## src/svv_pkg.sv

```systemverilog
`timescale 1ns / 1ps

package svv_pkg;

  localparam int unsigned MAX_LEN = 64;
  localparam int unsigned CORE_COUNT = 3;

  localparam logic [1:0] SEC_CORE  = 2'd0;
  localparam logic [1:0] SEC_PRE   = 2'd1;
  localparam logic [1:0] SEC_BUILD = 2'd2;

  localparam logic [7:0] CH_PLUS  = 8'h2B;
  localparam logic [7:0] CH_MINUS = 8'h2D;
  localparam logic [7:0] CH_DOT   = 8'h2E;
  localparam logic [7:0] CH_ZERO  = 8'h30;

  localparam logic [2:0] CORE_DONE_MAX  = 3'd7;
  localparam logic [1:0] ID_LEN_MANY    = 2'd2;
  localparam logic [6:0] BYTE_COUNT_MAX = 7'd127;

  typedef struct packed {
    logic [1:0] section;
    logic [2:0] core_done;
    logic [1:0] id_len;
    logic       first_zero;
    logic       all_digits;
    logic       failed;
    logic [6:0] byte_count;
  } svv_state_t;

  localparam svv_state_t SVV_RESET = '{
    section:    SEC_CORE,
    core_done:  3'd0,
    id_len:     2'd0,
    first_zero: 1'b0,
    all_digits: 1'b1,
    failed:     1'b0,
    byte_count: 7'd0
  };

  function automatic logic is_digit(input logic [7:0] c);
    return (c >= CH_ZERO) && (c <= 8'h39);
  endfunction

  function automatic logic is_ident(input logic [7:0] c);
    return is_digit(c) || ((c >= 8'h61) && (c <= 8'h7A)) ||
           ((c >= 8'h41) && (c <= 8'h5A)) || (c == CH_MINUS);
  endfunction

  function automatic svv_state_t take_char(input svv_state_t s, input logic [7:0] c);
    svv_state_t r;
    r = s;
    if (s.id_len == 2'd0) r.first_zero = (c == CH_ZERO);
    if (!is_digit(c)) r.all_digits = 1'b0;
    if (s.id_len < ID_LEN_MANY) r.id_len = s.id_len + 2'd1;
    return r;
  endfunction

  function automatic svv_state_t end_piece(input svv_state_t s);
    svv_state_t r;
    r = s;
    if (s.id_len == 2'd0) r.failed = 1'b1;
    if ((s.section != SEC_BUILD) && s.all_digits && (s.id_len >= ID_LEN_MANY) &&
        s.first_zero) r.failed = 1'b1;
    if (s.section == SEC_CORE) begin
      if (!s.all_digits) r.failed = 1'b1;
      if (s.core_done < CORE_DONE_MAX) r.core_done = s.core_done + 3'd1;
    end
    r.id_len     = 2'd0;
    r.first_zero = 1'b0;
    r.all_digits = 1'b1;
    return r;
  endfunction

endpackage

```

## src/svv_parse.sv

```systemverilog
`timescale 1ns / 1ps

module svv_parse (
  input  svv_pkg::svv_state_t st,
  input  logic [7:0]          character,
  input  logic                last,
  output svv_pkg::svv_state_t st_nxt,
  output logic                verdict
);
  import svv_pkg::*;

  svv_state_t s_char;
  svv_state_t s_end;

  always_comb begin
    s_char = st;
    if (st.byte_count < BYTE_COUNT_MAX) s_char.byte_count = st.byte_count + 7'd1;
    if (st.section == SEC_CORE) begin
      if (is_digit(character)) begin
        s_char = take_char(s_char, character);
      end else if (character == CH_DOT) begin
        s_char = end_piece(s_char);
        if (s_char.core_done >= 3'(CORE_COUNT)) s_char.failed = 1'b1;
      end else if ((character == CH_MINUS) || (character == CH_PLUS)) begin
        s_char = end_piece(s_char);
        if (s_char.core_done != 3'(CORE_COUNT)) s_char.failed = 1'b1;
        s_char.section = (character == CH_MINUS) ? SEC_PRE : SEC_BUILD;
      end else begin
        s_char.failed = 1'b1;
      end
    end else begin
      if (is_ident(character)) begin
        s_char = take_char(s_char, character);
      end else if (character == CH_DOT) begin
        s_char = end_piece(s_char);
      end else if ((character == CH_PLUS) && (st.section == SEC_PRE)) begin
        s_char = end_piece(s_char);
        s_char.section = SEC_BUILD;
      end else begin
        s_char.failed = 1'b1;
      end
    end

    s_end = end_piece(s_char);
    if ((s_end.section == SEC_CORE) && (s_end.core_done != 3'(CORE_COUNT)))
      s_end.failed = 1'b1;
    if (s_end.byte_count > 7'(MAX_LEN)) s_end.failed = 1'b1;

    verdict = !s_end.failed;
    st_nxt  = last ? SVV_RESET : s_char;
  end

endmodule

```

## src/semver_string_validator_core.sv

```systemverilog
`timescale 1ns / 1ps
// Channel | Direction | Handshake           | Payload
// in      | input     | in_valid, in_stall  | in_character[7:0], in_last
// out     | output    | out_valid, out_stall| out_valid_res
//
// One byte per cycle sustained while in_stall is low; a last byte is held in the input
// register, then its verdict is loaded into the result register.
// The per-byte check is a single combinational step between the two registers.
// Reset (rst_n low, synchronous) empties both registers and clears parse state.
// in_stall rises only when a last byte waits behind a stalled, full result register.
module semver_string_validator_core (
  input  logic       clk,
  input  logic       rst_n,
  input  logic       in_valid,
  output logic       in_stall,
  input  logic [7:0] in_character,
  input  logic       in_last,
  output logic       out_valid,
  input  logic       out_stall,
  output logic       out_valid_res
);
  import svv_pkg::*;

  logic       s1_valid_r;
  logic [7:0] s1_char_r;
  logic       s1_last_r;
  svv_state_t state_r;
  svv_state_t state_nxt;
  logic       verdict;
  logic       out_valid_r;
  logic       out_res_r;
  logic       out_free;
  logic       s1_consume;
  logic       in_take;

  svv_parse u_parse (
    .st        (state_r),
    .character (s1_char_r),
    .last      (s1_last_r),
    .st_nxt    (state_nxt),
    .verdict   (verdict)
  );

  assign out_free   = !out_valid_r || !out_stall;
  assign s1_consume = s1_valid_r && (!s1_last_r || out_free);
  assign in_stall   = s1_valid_r && !s1_consume;
  assign in_take    = in_valid && !in_stall;

  always_ff @(posedge clk) begin
    if (!rst_n) begin
      s1_valid_r  <= 1'b0;
      state_r     <= SVV_RESET;
      out_valid_r <= 1'b0;
    end else begin
      if (in_take) begin
        s1_valid_r <= 1'b1;
        s1_char_r  <= in_character;
        s1_last_r  <= in_last;
      end else if (s1_consume) begin
        s1_valid_r <= 1'b0;
      end
      if (s1_consume) state_r <= state_nxt;
      if (s1_consume && s1_last_r) begin
        out_valid_r <= 1'b1;
        out_res_r   <= verdict;
      end else if (!out_stall) begin
        out_valid_r <= 1'b0;
      end
    end
  end

  assign out_valid     = out_valid_r;
  assign out_valid_res = out_res_r;

  a_state_cleared: assert property (@(posedge clk) disable iff (!rst_n)
    (s1_consume && s1_last_r) |=> (state_r == SVV_RESET))
    else $error("parse state not cleared after last byte");

  a_result_source: assert property (@(posedge clk) disable iff (!rst_n)
    (out_valid_r && !$past(out_valid_r)) |-> $past(s1_valid_r && s1_last_r))
    else $error("result loaded without a last byte");

  a_no_overwrite: assert property (@(posedge clk) disable iff (!rst_n)
    (out_valid_r && out_stall) |=> (out_valid_r && $stable(out_res_r)))
    else $error("stalled result lost or changed");

  a_stall_cause: assert property (@(posedge clk) disable iff (!rst_n)
    in_stall |-> (s1_last_r && out_valid_r && out_stall))
    else $error("input stalled without a blocked result");

endmodule

```

## config.mk

```make
export PLATFORM = sky130hd
export DESIGN_NAME = semver_string_validator_core
export DESIGN_NICKNAME = d
export VERILOG_FILES = /design/src/svv_pkg.sv /design/src/svv_parse.sv /design/src/semver_string_validator_core.sv
export SDC_FILE = /design/constraint.sdc
export NUM_CORES = 1
export LEC_CHECK = 0
export BUFFER_PORTS_ARGS = -buffer_cell sky130_fd_sc_hd__buf_2
export CAP_MARGIN = 25
export CORE_MARGIN = 2
export CORE_UTILIZATION = 60
export DETAILED_ROUTE_END_ITERATION = 7
export GPL_ROUTABILITY_DRIVEN = 1
export MAX_ROUTING_LAYER = met4
export PLACE_DENSITY_LB_ADDON = 0.3
export SKIP_LAST_GASP = 1
export SLEW_MARGIN = 15
export SYNTH_ARGS = -nofsm -noshare
export SYNTH_HDL_FRONTEND = slang
export SYNTH_SLANG_ARGS = --single-unit
export TNS_END_PERCENT = 5
```

## constraint.sdc

```tcl
create_clock -name clk -period 7.45 [get_ports clk]
set_input_delay 0.745 -clock clk [delete_from_list [all_inputs] [get_ports clk]]
set_output_delay 0.745 -clock clk [all_outputs]
set_load 0.01 [all_outputs]
```

==> results_dict.tcl, run 1 <==
set metrics [dict create \
    place_area_um2 1980 \
    ys_seq_area_share_pct 35.8 \
    setup_viol 0 \
    core_area_um2 3030 \
    top_layer "met4" \
    dp_hpwl_um 2890 \
    grt_overflow 0 \
    arrival_ns 3.36 \
    hold_viol 0 \
    avgSynthCellArea_um2 8.49 \
    fp.dieW_um 60.3 \
    ys_types 54 \
    synth_compound_area_share_pct 23.2 \
    dpl_worst_slack_ns 4.39 \
    synth_fp_nets 242 \
    finalCriticalPeriod_ns 3.15 \
    fp.dieArea_um2 3640 \
    timing.final.ws_setup_ns 4.30 \
    initial_utilization_pct 62.8 \
    fmax_ghz 0.317 \
    wl_met2_um 1790 \
    cts_resized 0 \
    r2r-end "out_valid_res$_DFFE_PP_" \
    finalCoreUtilization_pct 67.1 \
    ys.flop_type "dfxtp_1" \
    synth_top_family_by_area "simple AND/OR/NAND/NOR gates" \
    drtAntennaViolNets 0 \
    fin_total_pwr_mw 0.290 \
    hp-class "reg -> reg" \
    drt_pass1_iterations 4 \
    syn2layout_area_growth_pct 6.91 \
    hold_start "out_valid$_SDFFE_PN0P_" \
    synth_edf_count 10 \
    worstPathMaxFanout 8 \
    layout_commonest_cell "nand2_1" \
    critPathKind "reg -> reg" \
    yosys-mux-area-fraction_pct 3.29 \
    drv_cap 0 \
    cts_sinks 29 \
    post-route-drc-count 0 \
    routed_wl_um 3990 \
    synth-simple-area-share_pct 28.1 \
    track_usage_pct 24.9 \
    drive_gt1_share_pct 15.7 \
    final.setup_skew_ns 0.0108 \
    met3_length_um 276 \
    crit_path_start_kind "flip-flop" \
    antenna_found_initial 0 \
    wl_met1_um 1860 \
    drt_iter0_markers 201 \
    syn_inst 224 \
    hold_depth 2 \
    worst_setup_path_end_kind "flip-flop" \
    worst-endpoint-required_ns 7.66 \
    clkTransAtPathRegs_ns 0.11 \
    synth_warnings 0 \
    cts_tree "yes" \
    cts_made_buffers 5 \
    clk_path_buf_depth 2 \
    final_cell_mix "nand2_1, nor2_1, dfxtp_1, buf_2, nor2b_1" \
    routed_via_density 5.97 \
    finalCritPeriodShare_pct 42.3 \
    cts_root_buffer "clkbuf_4" \
    r2r_start "s1_char_r[4]$_DFFE_PP_" \
    synth_adder_area_share_pct 3.29 \
    vdd_drop_max_mv 0.127 \
    grt_start_max_net_pins 22 \
    worst-r2r-cell-count 11 \
    grt_pass1_wl_um 6450 \
    clkLatencyLatePin_ns 0.34 \
    leakagePower_nw 0.798 \
    finalSetupTns_ns 0 \
    p_per_area_nw_per_um2 143 \
    n_antenna_cell 0 \
    cts_max_level 2 \
    slew_violations 0 \
    ys_async_sr_fraction_pct 0 \
    fin_area_um2 2030 \
    dieHeight_um 60.3 \
    grt_pass1_vias 1384 \
    row_count 20 \
    status "finished clean" \
    worst_pin_slew_ns 0.671 \
    io_pins 16 \
    netlist_area_um2 1900 \
    port_buffers 15 \
    nets 253 \
    via_count 1671 \
    wl_per_cell_um 14.2 \
    r2r_slack_ns 4.30 \
    ctsHoldBuffers 0 \
    synth-seq-cells 29 \
    holdPathEnd "out_valid$_SDFFE_PN0P_" \
    rsz0062_at_grt "no" \
    cts_setup_buffers 0 \
    synth_xor_area_share_pct 1.32 \
    maxSlewHeadroom_pct 55.1 \
    gp_congestion 0.923 \
]
## state kept, by name, indices dropped and copies added (netlist names)
register and cells:
out_valid 1, out_valid_res 1, s1_char_r 8, s1_last_r 1, s1_valid_r 1, state_r 17
## per-layer routing
metal | track usage, % | up-vias
li1 | - | 853
met4 | 6.98 | 0
met5 | - | -
met3 | 6.49 | 7
met1 | 36.0 | 744
met2 | 34.0 | 67
## worst max path at each step
stage	from	endpoint	slack (ns)
6_report	s1_char_r[4]$_DFFE_PP_	out_valid_res$_DFFE_PP_	4.30
5_1_grt	s1_char_r[4]$_DFFE_PP_	out_valid_res$_DFFE_PP_	4.08
4_1_cts	s1_char_r[4]$_DFFE_PP_	out_valid_res$_DFFE_PP_	4.32
3_5_place_dp	s1_char_r[4]$_DFFE_PP_	out_valid_res$_DFFE_PP_	4.39
3_3_place_gp	s1_char_r[4]$_DFFE_PP_	out_valid_res$_DFFE_PP_	4.51
2_1_floorplan	s1_char_r[2]$_DFFE_PP_	out_valid_res$_DFFE_PP_	4.75
## cell type report
class / count / area [um^2]
clock buffer: 5 / 37.5
clock inverter: 3 / 17.5
fill: 249 / 995
inverter: 9 / 33.8
multi-input combinational: 174 / 1130
sequential: 29 / 681
tap: 44 / 55.1
timing repair buffer: 16 / 82.6
## report_power, final
part           internal, mW  switching (mW)
registers             0.167         0.00502
logic               0.00897          0.0128
clock network        0.0355          0.0605
## Yosys cell counts, types with 2 or more instances
| master | instances | area [um^2] |
|---|---|---|
| o21ai_0 | 5 | 25.0 |
| nand3_1 | 9 | 45.0 |
| ha_1 | 5 | 62.6 |
| o21ai_1 | 6 | 30.0 |
| o21ai_2 | 3 | 26.3 |
| dfxtp_1 | 19 | 380 |
| nand2_1 | 21 | 78.8 |
| nor3_1 | 2 | 10.0 |
| o22ai_1 | 5 | 31.3 |
| o211ai_1 | 2 | 15.0 |
| a21oi_1 | 8 | 40.0 |
| clkbuf_1 | 8 | 30.0 |
| a31oi_1 | 4 | 25.0 |
| o2bb2ai_1 | 2 | 17.5 |
| nor2b_1 | 12 | 75.1 |
| a21boi_1 | 3 | 22.5 |
| nand3b_1 | 2 | 15.0 |
| mux2i_1 | 4 | 40.0 |
| a41oi_1 | 4 | 35.0 |
| nor2_1 | 20 | 75.1 |
| nand2b_1 | 6 | 37.5 |
| and2_1 | 7 | 43.8 |
| edfxtp_1 | 10 | 300 |
| and3_1 | 5 | 31.3 |
| inv_1 | 9 | 33.8 |
| a22oi_1 | 4 | 30.0 |
| nand4_1 | 5 | 31.3 |
| a211oi_1 | 2 | 15.0 |
| nor3b_1 | 3 | 22.5 |
| buf_4 | 2 | 15.0 |
| o221a_2 | 4 | 45.0 |
## logic make-up (layout without fill, tap and decap cells)
logic type      count (synthesis)  in the layout
mux                             5              5
flops                          29             29
fa+ha+maj                       5              5
xor+xnor                        2              2
simple gates                  100            100
compound gates                 62             62
buf+inv                        21             33
## critical path, cell delays in order (launching register included)
cell	delay, ns
edfxtp_1	0.50
nor2b_1	0.49
nand4_2	0.31
a21o_1	0.23
o2bb2ai_1	0.13
ha_1	0.24
and2_1	0.15
o211a_1	0.20
nor2_1	0.12
nand4_1	0.12
a311oi_1	0.32
o311a_1	0.21
## metrics by stage
stage | cells | hold WS (ns)
2_1_floorplan | 224 | 0.500
3_3_place_gp | 272 | 0.499
3_5_place_dp | 272 | 0.516
4_1_cts | 280 | 0.532
5_1_grt | 280 | 0.557
6_report | 280 | 0.528
Note: power is estimated with default switching activity, not from simulation.
==> run 2, diff against run 1 <==
--- a/config.mk
+++ b/config.mk
@@ -8,7 +8,7 @@
 export BUFFER_PORTS_ARGS = -buffer_cell sky130_fd_sc_hd__buf_2
 export CAP_MARGIN = 25
 export CORE_MARGIN = 2
-export CORE_UTILIZATION = 60
+export CORE_UTILIZATION = 53
 export DETAILED_ROUTE_END_ITERATION = 7
 export GPL_ROUTABILITY_DRIVEN = 1
 export MAX_ROUTING_LAYER = met4
==> constraint.sdc (replaced) <==
create_clock -name clk -period 2.59 [get_ports clk]
set_input_delay 0.259 -clock clk [delete_from_list [all_inputs] [get_ports clk]]
set_output_delay 0.259 -clock clk [all_outputs]
set_load 0.01 [all_outputs]
==> results_dict.tcl, run 2 (synthesis gave the netlist of run 1 again) <==
set metrics [dict create \
    status "complete, but fails checks" \
    violations "negative setup slack" \
    nets 267 \
    comb_power_share_pct 9.5 \
    clkTransAtPathRegs_ns 0.10 \
    cts_sinks 29 \
    crit_path_start_kind "flip-flop" \
    grt_overflow 0 \
    finalCritPeriodShare_pct 106 \
    drive_gt1_share_pct 22.0 \
    p_sw_share_pct 26.5 \
    clkPwrFrac_pct 32.1 \
    via_count 1780 \
    cp_slowest_cell "edfxtp_1" \
    grtUsageMet2_pct 37.6 \
    p_sw_mw 0.223 \
    grt-busiest-layer "met2" \
    initial_utilization_pct 56.1 \
    dpl_worst_slack_ns -0.0801 \
    pwr-share-seq_pct 58.3 \
    worstPathMaxFanout 4 \
    worst_pin_slew_ns 0.696 \
    drt_iter0_markers 129 \
    routed_wl_um 4340 \
    maxSlewHeadroom_pct 53.4 \
    arrival_ns 2.95 \
    worst-endpoint-required_ns 2.80 \
    wl_per_cell_um 14.7 \
    core_area_um2 3390 \
    path_cells "xnor2_4 -> mux2i_4 -> nand4_4 -> a21o_1 -> o2bb2ai_2 -> ha_2 -> and2_1 -> o211a_1 -> nor2_1 -> nand4_1 -> a311oi_2 -> o311a_1" \
    largestRegisters "state_r (17), s1_char_r (8)" \
    hp-class "in -> reg" \
    rsz0062_at_grt "yes" \
    fp.dieW_um 63.9 \
    largest_register_ff_count 17 \
    cts_made_buffers 5 \
    intPower_mw 0.619 \
    cts_root_buffer "clkbuf_4" \
    hold_viol 0 \
    crit_family "compound AO/OA/AOI/OAI gates" \
    routed_via_density 6.01 \
    dp_hpwl_um 3270 \
    grt_pass1_vias 1755 \
    fin_area_um2 2180 \
    cts_tree "yes" \
    layout_commonest_cell "nand2_1" \
    grt_pass1_wl_um 7890 \
    finalCriticalPeriod_ns 2.74 \
    clk_path_buf_depth 2 \
    place_area_um2 2100 \
    grt_start_max_net_pins 22 \
    instances_no_fill 296 \
    antenna_found_initial 0 \
    vdd_drop_max_mv 0.336 \
    leakagePower_nw 0.848 \
    row_count 21 \
    worst_setup_path_end_kind "flip-flop" \
    regMostFlops "state_r" \
    critPathMaxStageDelay_ns 0.51 \
    fmax_ghz 0.365 \
    post-route-drc-count 0 \
    drtAntennaViolNets 0 \
    final_cell_mix "nand2_1, nor2_1, dfxtp_1, buf_2, buf_4" \
    gp_congestion 0.926 \
    dp_cells 286 \
    syn2layout_area_growth_pct 14.5 \
    drt_pass1_iterations 5 \
    critPathKind "reg -> reg" \
    fillers 271 \
    drv_cap 0 \
    p_per_area_nw_per_um2 387 \
    setup_viol 1 \
    grt_use_met3_pct 6.51 \
    clkLatencyLatePin_ns 0.34 \
    track_usage_pct 25.2 \
    met1_usage_pct 33.7 \
    port_buffers 15 \
    n_antenna_cell 0 \
    io_pins 16 \
    slew_violations 0 \
    final.setup_skew_ns 0.0115 \
    cts_max_level 2 \
    dieHeight_um 63.9 \
    fp.dieArea_um2 4080 \
    cp_num_buf_inv 0 \
    timing.final.ws_setup_ns -0.146 \
]
run 2: cell type report:
class                           instances  area [um^2]  share of cell area (%)
Sequential cell                        29          681                    31.2
Tap cell                               46         57.6                    2.64
Multi-Input combinational cell        174         1160                    53.5
Clock buffer                            5         37.5                    1.72
Inverter                                9         33.8                    1.55
Timing Repair Buffer                   30          188                    8.62
Clock inverter                          3         16.3                   0.747
run 2: power groups by stage:
stage               Clock [mW]  Sequential (mW)  Combinational (mW)
floorplan                    0            0.497              0.0561
global placement             0            0.502              0.0751
detailed placement           0            0.502              0.0768
CTS                      0.281            0.491              0.0772
global route             0.303            0.494              0.0885
finish                   0.271            0.491              0.0803
run 2: path summary, 6_finish.rpt:
path	startpoint	end	slack (ns)	depth (start not counted)
max reg2reg	s1_char_r[2]$_DFFE_PP_	out_valid_res$_DFFE_PP_	-0.15	12
max	s1_char_r[2]$_DFFE_PP_	out_valid_res$_DFFE_PP_	-0.15	12
min reg2reg	out_valid$_SDFFE_PN0P_	out_valid$_SDFFE_PN0P_	0.51	2
min	in_character[1]	s1_char_r[1]$_DFFE_PP_	0.09	1
run 2: per-stage QoR:
stage               TNS [ns]  hold WS [ns]  util [%]  total power, mW
global route          -0.257        0.0751      64.3            0.885
CTS                  -0.0756        0.0791      63.8            0.850
floorplan                  0         0.358         -            0.553
global placement           0         0.435      62.1            0.577
finish                -0.146        0.0915      64.3            0.842
detailed placement   -0.0801         0.438      62.1            0.579
run 2: layer usage:
layer,wire length (um),share of wire [%],vias up
li1,-,-,881
met1,1980,46,830
met2,2050,47,63
met3,258,5.9,6
met4,51,1.2,0
met5,0,0,-
run 2: worst reg2reg max path, cell delays in order, from the launching register on:
cell and delay (ns):
edfxtp_1 0.51, xnor2_4 0.19, mux2i_4 0.18, nand4_4 0.14, a21o_1 0.19, o2bb2ai_2 0.12, ha_2 0.20, and2_1 0.14
o211a_1 0.20, nor2_1 0.09, nand4_1 0.13, a311oi_2 0.32, o311a_1 0.20
run 2: what timing repair did:
action,CTS,global route
setup buffers,0,2
pin swaps,0,5
setup endpoints to repair,1,1
hold buffers,0,0
resized for setup,1,0
